==> src/design/bfa_pkg.sv <==
`timescale 1ns / 1ps

package bfa_pkg;

    // Fixed field widths of the ports.
    localparam int FRAME_W  = 12;
    localparam int LIMIT_W  = 13;
    localparam int STATUS_W = 2;

    // Default sizing of the bitmap.
    localparam int MAX_FRAMES_DEF = 4096;
    localparam int WORD_BITS_DEF  = 32;
    localparam int MAP_WORDS_DEF  = 128;

    // Widest bitmap word the bit search handles.
    localparam int MAX_WORD_BITS = 64;
    localparam int MAX_BIDX_W    = $clog2(MAX_WORD_BITS);

    // Reset value of the frame limit register.
    localparam logic [LIMIT_W-1:0] LIMIT_RESET = 13'd4096;

    // Request kinds.
    localparam logic CMD_ALLOC = 1'b0;
    localparam logic CMD_FREE  = 1'b1;

    // Result status codes.
    localparam logic [STATUS_W-1:0] STATUS_OK      = 2'd0;
    localparam logic [STATUS_W-1:0] STATUS_NO_FREE = 2'd1;
    localparam logic [STATUS_W-1:0] STATUS_RANGE   = 2'd2;

    // One result transaction.
    typedef struct packed {
        logic [STATUS_W-1:0] status;
        logic [FRAME_W-1:0]  frame_out;
    } res_t;

    // Index of the lowest clear bit; the caller pads unused upper bits with ones.
    function automatic logic [MAX_BIDX_W-1:0] lowest_zero(input logic [MAX_WORD_BITS-1:0] w);
        logic [MAX_BIDX_W-1:0] idx;
        idx = '0;
        for (int i = MAX_WORD_BITS - 1; i >= 0; i--)
        begin
            if (!w[i])
            begin
                idx = MAX_BIDX_W'(i);
            end
        end
        return idx;
    endfunction

endpackage

==> src/design/bfa_map_mem.sv <==
`timescale 1ns / 1ps

module bfa_map_mem #(
    parameter int WORD_BITS = 32,
    parameter int MAP_WORDS = 128,
    localparam int WIDX_W = (MAP_WORDS > 1) ? $clog2(MAP_WORDS) : 1
) (
    input  logic                 clk,
    input  logic                 rst_n,
    input  logic                 rd_en,
    input  logic [WIDX_W-1:0]    rd_addr,
    output logic [WORD_BITS-1:0] rd_data,
    input  logic                 wr_en,
    input  logic [WIDX_W-1:0]    wr_addr,
    input  logic [WORD_BITS-1:0] wr_data
);

    logic [WORD_BITS-1:0] map_reg [MAP_WORDS];
    logic [MAP_WORDS-1:0] valid_reg;
    logic [WORD_BITS-1:0] rd_data_reg;
    logic                 rd_valid_reg;

    // Bitmap storage; one write and one registered read per cycle.
    always_ff @(posedge clk)
    begin
        if (wr_en)
        begin
            map_reg[wr_addr] <= wr_data;
        end
        if (rd_en)
        begin
            rd_data_reg <= map_reg[rd_addr];
        end
    end

    // A word that was never written reads as all free.
    always_ff @(posedge clk or negedge rst_n)
    begin
        if (!rst_n)
        begin
            valid_reg    <= '0;
            rd_valid_reg <= 1'b0;
        end
        else
        begin
            if (wr_en)
            begin
                valid_reg[wr_addr] <= 1'b1;
            end
            if (rd_en)
            begin
                rd_valid_reg <= valid_reg[rd_addr];
            end
        end
    end

    assign rd_data = rd_valid_reg ? rd_data_reg : '0;

endmodule

==> src/design/bfa_ctrl.sv <==
`timescale 1ns / 1ps

module bfa_ctrl #(
    parameter int MAX_FRAMES = 4096,
    parameter int WORD_BITS  = 32,
    parameter int MAP_WORDS  = 128,
    localparam int WIDX_W = (MAP_WORDS > 1) ? $clog2(MAP_WORDS) : 1
) (
    input  logic                         clk,
    input  logic                         rst_n,
    input  logic                         in_valid,
    output logic                         in_stall,
    input  logic                         cmd,
    input  logic [bfa_pkg::FRAME_W-1:0]  frame,
    input  logic [bfa_pkg::LIMIT_W-1:0]  cfg_limit,
    output logic                         rd_en,
    output logic [WIDX_W-1:0]            rd_addr,
    input  logic [WORD_BITS-1:0]         rd_data,
    output logic                         wr_en,
    output logic [WIDX_W-1:0]            wr_addr,
    output logic [WORD_BITS-1:0]         wr_data,
    output logic                         res_valid,
    input  logic                         res_take,
    output bfa_pkg::res_t                res
);

    import bfa_pkg::*;

    localparam int ICNT_W  = $clog2(MAP_WORDS + 1);
    localparam int BIDX_W  = $clog2(WORD_BITS);
    localparam int CAP     = MAP_WORDS * WORD_BITS;
    localparam int LIM_CAP = (MAX_FRAMES < CAP) ? MAX_FRAMES : CAP;
    localparam int BASE_W  = $clog2(CAP + WORD_BITS + 1);
    localparam int CMP_W   = (BASE_W > LIMIT_W) ? BASE_W : LIMIT_W;

    localparam logic [CMP_W-1:0]  LIM_CAP_V = CMP_W'(LIM_CAP);
    localparam logic [CMP_W-1:0]  WB_V      = CMP_W'(WORD_BITS);
    localparam logic [BASE_W-1:0] WB_STEP   = BASE_W'(WORD_BITS);
    localparam logic [ICNT_W-1:0] WORDS_V   = ICNT_W'(MAP_WORDS);

    localparam logic [2:0] S_IDLE  = 3'd0;
    localparam logic [2:0] S_SCAN  = 3'd1;
    localparam logic [2:0] S_FWALK = 3'd2;
    localparam logic [2:0] S_FMOD  = 3'd3;
    localparam logic [2:0] S_DONE  = 3'd4;

    logic [2:0]          state_reg, state_next;
    logic [FRAME_W-1:0]  frame_reg, frame_next;
    logic [CMP_W-1:0]    limit_reg, limit_next;
    logic [ICNT_W-1:0]   iss_w_reg, iss_w_next;
    logic [BASE_W-1:0]   iss_base_reg, iss_base_next;
    logic                chk_pend_reg, chk_pend_next;
    logic [WIDX_W-1:0]   chk_w_reg, chk_w_next;
    logic [BASE_W-1:0]   chk_base_reg, chk_base_next;
    logic [BIDX_W-1:0]   bit_reg, bit_next;
    res_t                res_reg, res_next;

    logic [CMP_W-1:0]    limit_in;
    logic [CMP_W-1:0]    frame_ext;
    logic [CMP_W-1:0]    iss_base_ext;
    logic                iss_ok;
    logic                word_full;
    logic [MAX_WORD_BITS-1:0] scan_word;
    logic [MAX_BIDX_W-1:0]    zero_idx;
    logic [BIDX_W-1:0]   free_bit;
    logic [CMP_W-1:0]    cand_frame;
    logic [CMP_W-1:0]    bit_off;

    // Effective limit: the register capped at MAX_FRAMES and at the frames the bitmap can hold.
    always_comb
    begin
        limit_in = CMP_W'(cfg_limit);
        if (limit_in > LIM_CAP_V)
        begin
            limit_in = LIM_CAP_V;
        end
    end

    // The word under test, padded with used bits above the word width.
    always_comb
    begin
        scan_word                = '1;
        scan_word[WORD_BITS-1:0] = rd_data;
    end

    // Word search helpers.
    assign frame_ext    = CMP_W'(frame_reg);
    assign iss_base_ext = CMP_W'(iss_base_reg);
    assign iss_ok       = (iss_w_reg < WORDS_V) && (iss_base_ext < limit_reg);
    assign word_full    = &rd_data;
    assign zero_idx     = lowest_zero(scan_word);
    assign free_bit     = zero_idx[BIDX_W-1:0];
    assign cand_frame   = CMP_W'(chk_base_reg) + CMP_W'(free_bit);
    assign bit_off      = frame_ext - iss_base_ext;

    assign in_stall  = (state_reg != S_IDLE);
    assign res_valid = (state_reg == S_DONE);
    assign res       = res_reg;

    // Sequencer: allocate reads one word a cycle, free walks to its word.
    always_comb
    begin
        state_next    = state_reg;
        frame_next    = frame_reg;
        limit_next    = limit_reg;
        iss_w_next    = iss_w_reg;
        iss_base_next = iss_base_reg;
        chk_pend_next = chk_pend_reg;
        chk_w_next    = chk_w_reg;
        chk_base_next = chk_base_reg;
        bit_next      = bit_reg;
        res_next      = res_reg;
        rd_en         = 1'b0;
        rd_addr       = iss_w_reg[WIDX_W-1:0];
        wr_en         = 1'b0;
        wr_addr       = chk_w_reg;
        wr_data       = rd_data;

        unique case (state_reg)
            S_IDLE:
            begin
                if (in_valid)
                begin
                    frame_next    = frame;
                    limit_next    = limit_in;
                    iss_w_next    = '0;
                    iss_base_next = '0;
                    chk_pend_next = 1'b0;
                    state_next    = (cmd == CMD_ALLOC) ? S_SCAN : S_FWALK;
                end
            end
            S_SCAN:
            begin
                if (chk_pend_reg && !word_full)
                begin
                    // First word with a clear bit ends the search either way.
                    if (cand_frame < limit_reg)
                    begin
                        wr_en              = 1'b1;
                        wr_data            = rd_data | (WORD_BITS'(1) << free_bit);
                        res_next.status    = STATUS_OK;
                        res_next.frame_out = cand_frame[FRAME_W-1:0];
                    end
                    else
                    begin
                        res_next.status    = STATUS_NO_FREE;
                        res_next.frame_out = '0;
                    end
                    state_next = S_DONE;
                end
                else if (!iss_ok)
                begin
                    res_next.status    = STATUS_NO_FREE;
                    res_next.frame_out = '0;
                    state_next         = S_DONE;
                end
                else
                begin
                    rd_en         = 1'b1;
                    chk_pend_next = 1'b1;
                    chk_w_next    = iss_w_reg[WIDX_W-1:0];
                    chk_base_next = iss_base_reg;
                    iss_w_next    = iss_w_reg + ICNT_W'(1);
                    iss_base_next = iss_base_reg + WB_STEP;
                end
            end
            S_FWALK:
            begin
                if (frame_ext >= limit_reg)
                begin
                    res_next.status    = STATUS_RANGE;
                    res_next.frame_out = '0;
                    state_next         = S_DONE;
                end
                else if (frame_ext < iss_base_ext + WB_V)
                begin
                    rd_en      = 1'b1;
                    chk_w_next = iss_w_reg[WIDX_W-1:0];
                    bit_next   = bit_off[BIDX_W-1:0];
                    state_next = S_FMOD;
                end
                else
                begin
                    iss_w_next    = iss_w_reg + ICNT_W'(1);
                    iss_base_next = iss_base_reg + WB_STEP;
                end
            end
            S_FMOD:
            begin
                wr_en              = 1'b1;
                wr_data            = rd_data & ~(WORD_BITS'(1) << bit_reg);
                res_next.status    = STATUS_OK;
                res_next.frame_out = '0;
                state_next         = S_DONE;
            end
            S_DONE:
            begin
                if (res_take)
                begin
                    state_next = S_IDLE;
                end
            end
            default:
            begin
                state_next = S_IDLE;
            end
        endcase
    end

    // Control state.
    always_ff @(posedge clk or negedge rst_n)
    begin
        if (!rst_n)
        begin
            state_reg    <= S_IDLE;
            chk_pend_reg <= 1'b0;
        end
        else
        begin
            state_reg    <= state_next;
            chk_pend_reg <= chk_pend_next;
        end
    end

    // Working registers.
    always_ff @(posedge clk)
    begin
        frame_reg    <= frame_next;
        limit_reg    <= limit_next;
        iss_w_reg    <= iss_w_next;
        iss_base_reg <= iss_base_next;
        chk_w_reg    <= chk_w_next;
        chk_base_reg <= chk_base_next;
        bit_reg      <= bit_next;
        res_reg      <= res_next;
    end

endmodule

==> src/design/bitmap_frame_allocator_core.sv <==
`timescale 1ns / 1ps

// Channel   Direction  Handshake             Payload
// in        in         in_valid / in_stall   cmd, frame
// out       out        out_valid / out_stall status, frame_out
// cfg       in         cfg_valid / cfg_ready cfg_limit
//
// An allocate reads at most MAP_WORDS bitmap words; the single read port of the bitmap
// memory delivers one word a cycle.
// A free in range walks one word a cycle to its word.
// Reset clears the per-word valid bits at once, so the bitmap reads as all free.
// A new request is taken while an earlier result still waits in the output register.

module bitmap_frame_allocator_core #(
    parameter int MAX_FRAMES = bfa_pkg::MAX_FRAMES_DEF,
    parameter int WORD_BITS  = bfa_pkg::WORD_BITS_DEF,
    parameter int MAP_WORDS  = bfa_pkg::MAP_WORDS_DEF
) (
    input  logic                          clk,
    input  logic                          rst_n,
    input  logic                          in_valid,
    output logic                          in_stall,
    input  logic                          cmd,
    input  logic [bfa_pkg::FRAME_W-1:0]   frame,
    output logic                          out_valid,
    input  logic                          out_stall,
    output logic [bfa_pkg::STATUS_W-1:0]  status,
    output logic [bfa_pkg::FRAME_W-1:0]   frame_out,
    input  logic                          cfg_valid,
    output logic                          cfg_ready,
    input  logic [bfa_pkg::LIMIT_W-1:0]   cfg_limit
);

    import bfa_pkg::*;

    localparam int WIDX_W = (MAP_WORDS > 1) ? $clog2(MAP_WORDS) : 1;

    logic [LIMIT_W-1:0]   limit_reg;
    logic                 out_valid_reg;
    res_t                 out_reg;
    logic                 mem_rd_en;
    logic [WIDX_W-1:0]    mem_rd_addr;
    logic [WORD_BITS-1:0] mem_rd_data;
    logic                 mem_wr_en;
    logic [WIDX_W-1:0]    mem_wr_addr;
    logic [WORD_BITS-1:0] mem_wr_data;
    logic                 res_valid;
    logic                 res_take;
    res_t                 res;

    // Frame limit register.
    assign cfg_ready = 1'b1;

    always_ff @(posedge clk or negedge rst_n)
    begin
        if (!rst_n)
        begin
            limit_reg <= LIMIT_RESET;
        end
        else if (cfg_valid && cfg_ready)
        begin
            limit_reg <= cfg_limit;
        end
    end

    bfa_map_mem #(
        .WORD_BITS (WORD_BITS),
        .MAP_WORDS (MAP_WORDS)
    ) u_map_mem (
        .clk     (clk),
        .rst_n   (rst_n),
        .rd_en   (mem_rd_en),
        .rd_addr (mem_rd_addr),
        .rd_data (mem_rd_data),
        .wr_en   (mem_wr_en),
        .wr_addr (mem_wr_addr),
        .wr_data (mem_wr_data)
    );

    bfa_ctrl #(
        .MAX_FRAMES (MAX_FRAMES),
        .WORD_BITS  (WORD_BITS),
        .MAP_WORDS  (MAP_WORDS)
    ) u_ctrl (
        .clk         (clk),
        .rst_n       (rst_n),
        .in_valid    (in_valid),
        .in_stall    (in_stall),
        .cmd         (cmd),
        .frame       (frame),
        .cfg_limit   (limit_reg),
        .rd_en       (mem_rd_en),
        .rd_addr     (mem_rd_addr),
        .rd_data     (mem_rd_data),
        .wr_en       (mem_wr_en),
        .wr_addr     (mem_wr_addr),
        .wr_data     (mem_wr_data),
        .res_valid   (res_valid),
        .res_take    (res_take),
        .res         (res)
    );

    // Output register; a result moves in when the slot is empty or drains this cycle.
    assign res_take = res_valid && (!out_valid_reg || !out_stall);

    always_ff @(posedge clk or negedge rst_n)
    begin
        if (!rst_n)
        begin
            out_valid_reg <= 1'b0;
        end
        else if (res_take)
        begin
            out_valid_reg <= 1'b1;
        end
        else if (!out_stall)
        begin
            out_valid_reg <= 1'b0;
        end
    end

    always_ff @(posedge clk)
    begin
        if (res_take)
        begin
            out_reg <= res;
        end
    end

    assign out_valid = out_valid_reg;
    assign status    = out_reg.status;
    assign frame_out = out_reg.frame_out;

    // A result that is not a successful allocation carries frame zero.
    a_frame_zero: assert property (@(posedge clk) disable iff (!rst_n)
        (out_valid && status != STATUS_OK) |-> frame_out == '0)
        else $error("non-ok result with nonzero frame");

    // The controller never holds a result while it takes new transactions.
    a_idle_no_result: assert property (@(posedge clk) disable iff (!rst_n)
        !in_stall |-> !res_valid)
        else $error("result pending while idle");

    // An accepted transaction keeps the input stalled in the next cycle.
    a_busy_after_accept: assert property (@(posedge clk) disable iff (!rst_n)
        (in_valid && !in_stall) |=> in_stall)
        else $error("input not stalled after accept");

    // The bitmap is only modified while a request is in flight.
    a_write_when_busy: assert property (@(posedge clk) disable iff (!rst_n)
        mem_wr_en |-> (in_stall && !res_valid))
        else $error("bitmap write outside a request");

endmodule

==> config.mk <==
export PLATFORM = sky130hd
export DESIGN_NAME = bitmap_frame_allocator_core
export DESIGN_NICKNAME = d
export VERILOG_FILES = /design/src/design/bfa_pkg.sv /design/src/design/bfa_map_mem.sv /design/src/design/bfa_ctrl.sv /design/src/design/bitmap_frame_allocator_core.sv
export SDC_FILE = /design/constraint.sdc
export NUM_CORES = 2
export LEC_CHECK = 0
export ABC_CLOCK_PERIOD_IN_PS = 11610
export BUFFER_PORTS_ARGS = -buffer_cell sky130_fd_sc_hd__buf_2
export CORE_MARGIN = 3
export CORE_UTILIZATION = 30
export DETAILED_ROUTE_END_ITERATION = 16
export PLACE_DENSITY_LB_ADDON = 0.08
export SYNTH_ARGS = -nofsm -noshare
export SYNTH_HDL_FRONTEND = slang
export SYNTH_SLANG_ARGS = --single-unit
==> constraint.sdc <==
create_clock -name clk -period 11.61 [get_ports clk]
set_input_delay 1.7415 -clock clk [delete_from_list [all_inputs] [get_ports clk]]
set_output_delay 1.7415 -clock clk [all_outputs]
set_load 0.01 [all_outputs]
After elaboration in Yosys (flattened, before gate mapping)
Memory sizes are Yosys's and may differ from the RTL's. A register that Yosys moved wholly into a read port is not among the register bits.
Index checks and enable logic that the tools add are counted.
{"block": "totals", "reg_bits": 246, "latchBits": 0, "ramBits": 4096, "romBits": 0, "in_bits": 31, "out_inout_bits": 17, "wordCells": 163, "n_memories": 1}
{"block": "classes", "n_addsub": 4, "mul": 0, "div": 0, "n_lt_le_gt_ge": 9, "n_eq_ne": 15, "shift": 2, "mux": 86, "bitwise_logic": 6, "reduce_logical": 23}
{"memory": "u_map_mem.map_reg", "depth": 128, "width": 32, "read_ports": 1, "rd_clocked_by_memory_dff": 1, "wr": 1, "line_no": "bfa_map_mem.sv:18", "source": "logic [WORD_BITS-1:0] map_reg [MAP_WORDS];"}
{"cell": "2-to-1 mux 5 bit", "n": 32}
{"cell": "bitwise OR 128 bit", "n": 1}
{"cell": "2-to-1 mux 32 bit", "n": 3}
{"cell": "2-to-1 mux 13 bit", "n": 6}
{"cell": "one-hot mux 32 bit (2 select lines)", "n": 1}
{"cell": "left shift 1 x 5 -> 32 bit (first input constant)", "n": 2}
{"cell": "2-to-1 mux 14 bit", "n": 3}
{"cell": "one-hot mux 14 bit (3 select lines)", "n": 1}
{"cell": "2-to-1 mux 8 bit", "n": 5}
{"cell": "one-hot mux 13 bit (3 select lines)", "n": 1}
{"cell": "bitwise AND 32 bit", "n": 1}
{"cell": "inverter 32 bit", "n": 1}
{"cell": "bitwise OR 32 bit", "n": 1}
{"cell": "AND reduction 32 bit", "n": 1}
{"cell": "2-to-1 mux 7 bit", "n": 4}
{"cell": "< comparator 13 bit", "n": 2}
{"cell": "one-hot mux 8 bit (3 select lines)", "n": 1}
{"cell": "2-to-1 mux 3 bit", "n": 6}
{"cell": "< comparator 7 x 8 -> 1 bit (second input constant)", "n": 2}
{"cell": "2-to-1 mux 1 bit", "n": 15}
{"cell": "one-hot mux 3 bit (5 select lines)", "n": 1}
{"cell": "one-hot mux 7 bit (2 select lines)", "n": 1}
{"cell": "adder 13 x 5 -> 13 bit", "n": 1}
{"cell": "adder 13 x 6 -> 13 bit (second input constant)", "n": 1}
{"cell": "other kinds (30)", "n": 52}

Logic depth before layout (Yosys ltp)
{"block": "depth", "word_depth": 40, "ltp_mapped": 17, "depth_no_buf": 14}

Cells and area by module
A second synthesis with hierarchy kept.
{"block": "unflattened", "cells_unflattened": 7298, "hier_area_um2": 168322.7}
{"module": "bfa_map_mem", "n_inst": 1, "cells_per_inst": 6752, "area_per_inst_um2": 162362.0, "seq_area_each_um2": 127187.0}
{"module": "bfa_ctrl", "n_inst": 1, "cells_per_inst": 500, "area_per_inst_um2": 4967.3, "seq_area_each_um2": 2352.3}
{"module": "bitmap_frame_allocator_core", "n_inst": 1, "cells_per_inst": 46, "area_per_inst_um2": 993.5, "seq_area_each_um2": 772.0}

Least setup slack after synthesis
OpenSTA, ideal clock, no wires.
{"block": "synth_path", "path_kind": "reg2reg", "from": "reg u_map_mem.rd_data_reg[31] (read register of u_map_mem.map_reg)", "to": "mem u_map_mem.map_reg[0][4], data pin", "setup_ns": 1.589, "arrival_time_ns": 10.108, "slack_ns": -0.087, "stages_incl_launch_ff": 15, "n_path_buf": 1, "cell_sequence": "edfxtp_1 > nand4_1 > nor2b_1 > o21a_1 > o21bai_1 > a311o_1 > clkbuf_1 > clkinv_1 > ha_1 > a211oi_1 > nor2_1 > o31ai_1 > nand4_1 > or3_1 > o41ai_1"}
{"block": "synth_between", "elab_chain_len": 38, "elab_cells_between_ends": 43, "cone_classes": "add/sub: 1; order compare: 1; shift: 1; mux: 36; bitwise: 1; reduce/logical: 3"}
{"element": "from (decl)", "line_no": "bfa_map_mem.sv:20", "source": "logic [WORD_BITS-1:0] rd_data_reg;"}
{"element": "2-to-1 mux 32 bit", "line_no": "bfa_map_mem.sv:57", "source": "assign rd_data = rd_valid_reg ? rd_data_reg : '0;"}
{"element": "2-to-1 mux 5 bit (32 in series)", "line_no": "bfa_pkg.sv:43", "source": "if (!w[i])"}
{"element": "adder 13 x 5 -> 13 bit", "line_no": "bfa_ctrl.sv:93", "source": "assign cand_frame = CMP_W'(chk_base_reg) + CMP_W'(free_bit);"}
{"element": "named net u_ctrl.cand_frame[2]", "line_no": "bfa_ctrl.sv:66", "source": "logic [CMP_W-1:0] cand_frame;"}
{"element": "< comparator 13 bit", "line_no": "bfa_ctrl.sv:137", "source": "if (cand_frame < limit_reg)"}
{"element": "2-to-1 mux 32 bit", "line_no": "bfa_ctrl.sv:137"}
{"element": "2-to-1 mux 32 bit", "line_no": "bfa_ctrl.sv:134", "source": "if (chk_pend_reg && !word_full)"}
{"element": "one-hot mux 32 bit (2 select lines)", "line_no": "bfa_ctrl.sv:119", "source": "unique case (state_reg)"}
{"element": "named net mem_wr_data[4]", "line_no": "bitmap_frame_allocator_core.sv:46", "source": "logic [WORD_BITS-1:0] mem_wr_data;"}
{"element": "to (decl)", "line_no": "bfa_map_mem.sv:18"}
The timed path passes the listed nets, and every way through them passes these cells.

Worst setup path after layout
{"block": "layout_path", "from": "reg u_map_mem.rd_data_reg[28] (read register of u_map_mem.map_reg)", "to": "mem u_map_mem.map_reg[73][1], data pin"}
{"block": "layout_between", "elab_chain_len": 35, "elab_cells_between_ends": 40, "cone_classes": "add/sub: 1; order compare: 1; shift: 1; mux: 33; bitwise: 1; reduce/logical: 3"}
{"element": "2-to-1 mux 32 bit", "line_no": "bfa_map_mem.sv:57"}
{"element": "2-to-1 mux 5 bit (29 in series)", "line_no": "bfa_pkg.sv:43"}
{"element": "adder 13 x 5 -> 13 bit", "line_no": "bfa_ctrl.sv:93"}
{"element": "named net u_ctrl.cand_frame[2]", "line_no": "bfa_ctrl.sv:66"}
{"element": "< comparator 13 bit", "line_no": "bfa_ctrl.sv:137"}
{"element": "2-to-1 mux 32 bit", "line_no": "bfa_ctrl.sv:137"}
{"element": "2-to-1 mux 32 bit", "line_no": "bfa_ctrl.sv:134"}
{"element": "one-hot mux 32 bit (2 select lines)", "line_no": "bfa_ctrl.sv:119"}
{"element": "named net mem_wr_data[1]", "line_no": "bitmap_frame_allocator_core.sv:46"}
The timed path passes the listed nets, and every way through them passes these cells.

==> summary.md <==
| Metric | Value |
|---|---|
| Total CTS buffers | 476 |
| Final TNS setup | 0 ns |
| Hold path cells | 0 |
| Residual DRC | 0 |
| Die ar. | 572,000 sq um |
| Synthesized-area fraction occupied by adder cells | 0.304% |
| Final setup fails | 0 |
| Worst reg2reg path startpoint | u_map_mem.rd_data_reg[28]$_DFFE_PP_ |
| Average wire per standard cell | 33.3 microns |
| Drt first pass iters | 5 |
| Syn nets | 7,160 |
| Critical Path RT | 12.30 ns |
| Hpwl dp | 289,000 microns |
| CP max-delay cell | o21ai_4 |
| FF-to-FF path depth | 15 |
| Period utilisation layout | 61.6% |
| GRT overflow | 0 |
| Buf/Inv on CP | 2 |
| Synthesized area | 169,000 sq um |
| Via count | 78,471 |
| Post-DRT Antenna Nets | 0 |
| PortBufs | 46 |
| # Max-Cap Violations | 0 |
| Top cell family by delay on the critical path | compound AO/OA/AOI/OAI gates |
| Worst Path Max Fanout | 48 |
| Post-synthesis compound-gate area fraction | 1.55% |
| Num ports | 48 |
| Final Max Slew Viols | 0 |
| Final worst path period need | 7.15 ns |
| Maximum VDD drop | 283 uV |
| Worst Hold Class | flip-flop to flip-flop |
| Cell total after placement | ~14,000 |
| CTS tree | done |
| Area grow syn2layout | 15.8% |
| Root Driver | clkbuf_16 |
| CP cell instances | nand4_1, nor2b_1, o21a_1, o21bai_1, a311o_1, clkinv_1, ha_1, a211oi_1, nor2_1, o31ai_1, nand4_1, or3_1, nand4bb_1, o21ai_4, buf_4 |
| Number of synthesized flops with an enable pin | 4,217 |
| H-Tree Depth | 5 |
| Clk buf depth | 4 |
| Mux cell area share after synthesis | 18.3% |
| First-pass GRT wire length | 704,000 microns |
| CTS Hold Bufs | 0 |
| Crit Reg-Reg Endpoint | u_map_mem.map_reg[73][1]$_DFFE_PP_ |
| Setup Skew | 0.0550 ns |
| Synth Area in Simple Gates | 1.42% |
| Worst-margin pin slew | 1.37 ns |
| Max_slew headroom | 7.70% |
| Post-Syn Area per Cell | between 20 and 25 sq um |
| Ys async rst share | 3.37% |
| Synth warn | 0 |
| Yosys reg bits | approximately 4,400 |
| Crit start category | flip-flop |
| Routed Wire Length | 513,000 microns |
| CTS resizes | 0 |
| Starting DRT DRC Count | 7,610 |
| Endpoints failing hold | 0 |
| Nets | between 7,000 and 8,000 |
| Sequential share of the synthesized area | 77.2% |
| Post-CTS Setup Bufs | 0 |
| Reg clk slew, reported paths | ~0.06 ns |
| Crit Path Class | flip-flop to flip-flop |
| Core area | 559,000 sq um |
| Main combinational cell family by area after synthesis | multiplexers |
| Fin cells | 15,397 |
| Gate Count Post-Synth | between 7,000 and 8,000 |
| CP max stage delay | 1.27 ns |
| Tot GR Track Use | between 15 and 20% |
| Hold Path End | frame_out[1]$_DFFE_PP_ |
| Hold path start | u_ctrl.res[1]$_SDFFCE_PP0P_ |
| Crit path DAT | roughly 7.8 ns |
| Static leakage | 60.8 nW |
| Outcome | finished clean |
| Starting Density | a little under a third |
| Post-Synth XOR/XNOR Area | less than 1% |
| Largest net degree at the start of global routing | 122 |
| Max Fclk | 0.140 GHz |
| Clk sink count | 4,364 |
| Flop-to-flop setup slack | 4.46 ns |
| Pwr/cell area | 257 nW/um^2 |
| Main synth FF type | edfxtp_1 |
| Number of flip-flops in the largest register | 4,096 |
| Share of cells above drive strength 1 | 34.0% |
| Die H | 756 microns |
| RSZ-0062 raised after global routing | false |
| Synth unique cells | 66 |
| Clk_lat worst skew | 1.02 ns |
| Crit path capture type | flip-flop |
| RD Place Congestion | around 0.82 |
| Fin Hold WS | 0.408 ns |
| Vias in the first global route | a little over 80,000 |
| Die width | 756 microns |
| Initial antenna violation count | 48 |
| Rows | about 270 |
| DR vias/cell | 5.10 |
| Most common cell on crit path | nand4_1 |
[metrics by stage]
| step | util [%] | setup WS (ns) | instance area (sq um) | power (W) |
|---|---|---|---|---|
| finish | 35.0 | 4.46 | 195000 | 0.0501 |
| detailed placement | 32.3 | 4.57 | 180000 | 0.0362 |
| global route | 35.0 | 4.12 | 195000 | 0.0522 |
| CTS | 35.0 | 4.51 | 195000 | 0.0512 |
| floorplan | - | 2.18 | 169000 | 0.0292 |
| global placement | 32.3 | 4.61 | 180000 | 0.0361 |
[worst reg2reg max path: cells and delay by family (launching register included)]
family | cells | cell delay (ns)
simple gates | 6 | 2.34
buf+inv | 2 | 0.97
fa+ha+maj | 1 | 0.42
compound gates | 6 | 2.53
flops | 1 | 0.45
[cells in the mapped netlist, types with 3 or more instances]
| master | instances | area (sq um) |
|---|---|---|
| edfxtp_1 | 4217 | 127000 |
| mux4_2 | 1344 | 30300 |
| buf_2 | 184 | 921 |
| clkbuf_1 | 157 | 589 |
| dfrtp_1 | 146 | 3650 |
| a31o_2 | 131 | 1150 |
| nor3_1 | 119 | 596 |
| nand2_1 | 115 | 432 |
| nor2_1 | 80 | 300 |
| buf_1 | 55 | 206 |
| mux2i_1 | 51 | 510 |
| ha_1 | 41 | 513 |
| o21ai_0 | 41 | 205 |
| inv_1 | 33 | 124 |
| nand3_1 | 32 | 160 |
| o21a_1 | 32 | 240 |
| o211ai_1 | 30 | 225 |
| and3_1 | 28 | 175 |
| nor2b_1 | 28 | 175 |
| nand4_1 | 21 | 131 |
| a21oi_1 | 19 | 95.1 |
| a32oi_1 | 19 | 166 |
| and2_1 | 18 | 113 |
| a22oi_1 | 16 | 120 |
| mux2_2 | 14 | 158 |
| nand2b_1 | 13 | 81.3 |
| a31oi_1 | 8 | 50.1 |
| a211oi_1 | 7 | 52.6 |
| buf_4 | 6 | 45.0 |
| nor3b_1 | 6 | 45.0 |
| xnor2_1 | 6 | 52.6 |
| a21o_1 | 5 | 37.5 |
| or2_2 | 5 | 31.3 |
| or3_1 | 5 | 31.3 |
| xor2_1 | 5 | 43.8 |
| a32o_1 | 4 | 40.0 |
| nand3b_1 | 4 | 30.0 |
| a311o_1 | 3 | 30.0 |
| clkinv_1 | 3 | 11.3 |
| o21bai_1 | 3 | 22.5 |
[cell type report]
class / instances / area (sq um)
Antenna cell: 12 / 30.0
Clock buffer: 590 / 12500
Clock inverter: 297 / 2660
Tap cell: 7452 / 9320
Inverter: 37 / 146
Timing Repair Buffer: 360 / 2900
Fill cell: 51596 / 363000
Multi-Input combinational cell: 2285 / 37600
Sequential cell: 4364 / 130000
[logic make-up (layout without fill, tap and decap cells)]
family                   count (synthesis)  count (layout)
other                                    1              13
XOR/XNOR                                11              11
adder cells (fa/ha/maj)                 41              41
AND/OR/NAND/NOR                        485             485
AO/OA/AOI/OAI                          338             338
flip-flops                            4364            4364
multiplexers                          1409            1409
buffers and inverters                  439            1284
[placed cells by master, fill, tap and decap left out, drive strengths merged, types with 32 or more instances in the layout]
| cell | instances |
|---|---|
| clkbuf | 590 |
| inv | 47 |
| ha | 41 |
| nand3 | 32 |
| nand2 | 115 |
| edfxtp | 4217 |
| nor2 | 80 |
| dfrtp | 146 |
| clkinv | 228 |
| nor3 | 119 |
| buf | 360 |
| a31o | 131 |
| mux4 | 1344 |
| o21a | 32 |
| o21ai | 41 |
| bufinv | 46 |
| mux2i | 51 |
[layer usage]
| layer | routed length, microns | vias up | GRT usage (%) | part of all wire, % |
|---|---|---|---|---|
| met3 | 25900 | 537 | 2.78 | 5.0 |
| met4 | 9660 | 4 | 3.27 | 1.9 |
| met1 | 227000 | 44332 | 24.8 | 44 |
| li1 | - | 31613 | - | - |
| met2 | 250000 | 1985 | 29.4 | 49 |
| met5 | 28 | - | 0 | 0.0055 |
[worst max path at each step]
| stage | depth (start not counted) | from | endpoint | slack (ns) |
|---|---|---|---|---|
| 2_1_floorplan | 15 | u_map_mem.rd_data_reg[31]$_DFFE_PP_ | u_map_mem.map_reg[0][5]$_DFFE_PP_ | 2.18 |
| 3_3_place_gp | 17 | u_map_mem.rd_valid_reg$_DFFE_PN0P_ | u_map_mem.map_reg[68][25]$_DFFE_PP_ | 4.61 |
| 3_5_place_dp | 16 | u_map_mem.rd_data_reg[28]$_DFFE_PP_ | u_map_mem.map_reg[76][25]$_DFFE_PP_ | 4.57 |
| 4_1_cts | 16 | u_map_mem.rd_data_reg[28]$_DFFE_PP_ | u_map_mem.map_reg[74][25]$_DFFE_PP_ | 4.51 |
| 5_1_grt | 16 | u_map_mem.rd_data_reg[28]$_DFFE_PP_ | u_map_mem.map_reg[78][25]$_DFFE_PP_ | 4.12 |
| 6_report | 15 | u_map_mem.rd_data_reg[28]$_DFFE_PP_ | u_map_mem.map_reg[73][1]$_DFFE_PP_ | 4.46 |
[report_power, final]
group	internal, W	switching (W)	total [W]
Sequential	0.0193	0.000250	0.0195
Clock	0.00862	0.00625	0.0149
Combinational	0.00563	0.0101	0.0158
(Power assumes the default switching activity.)
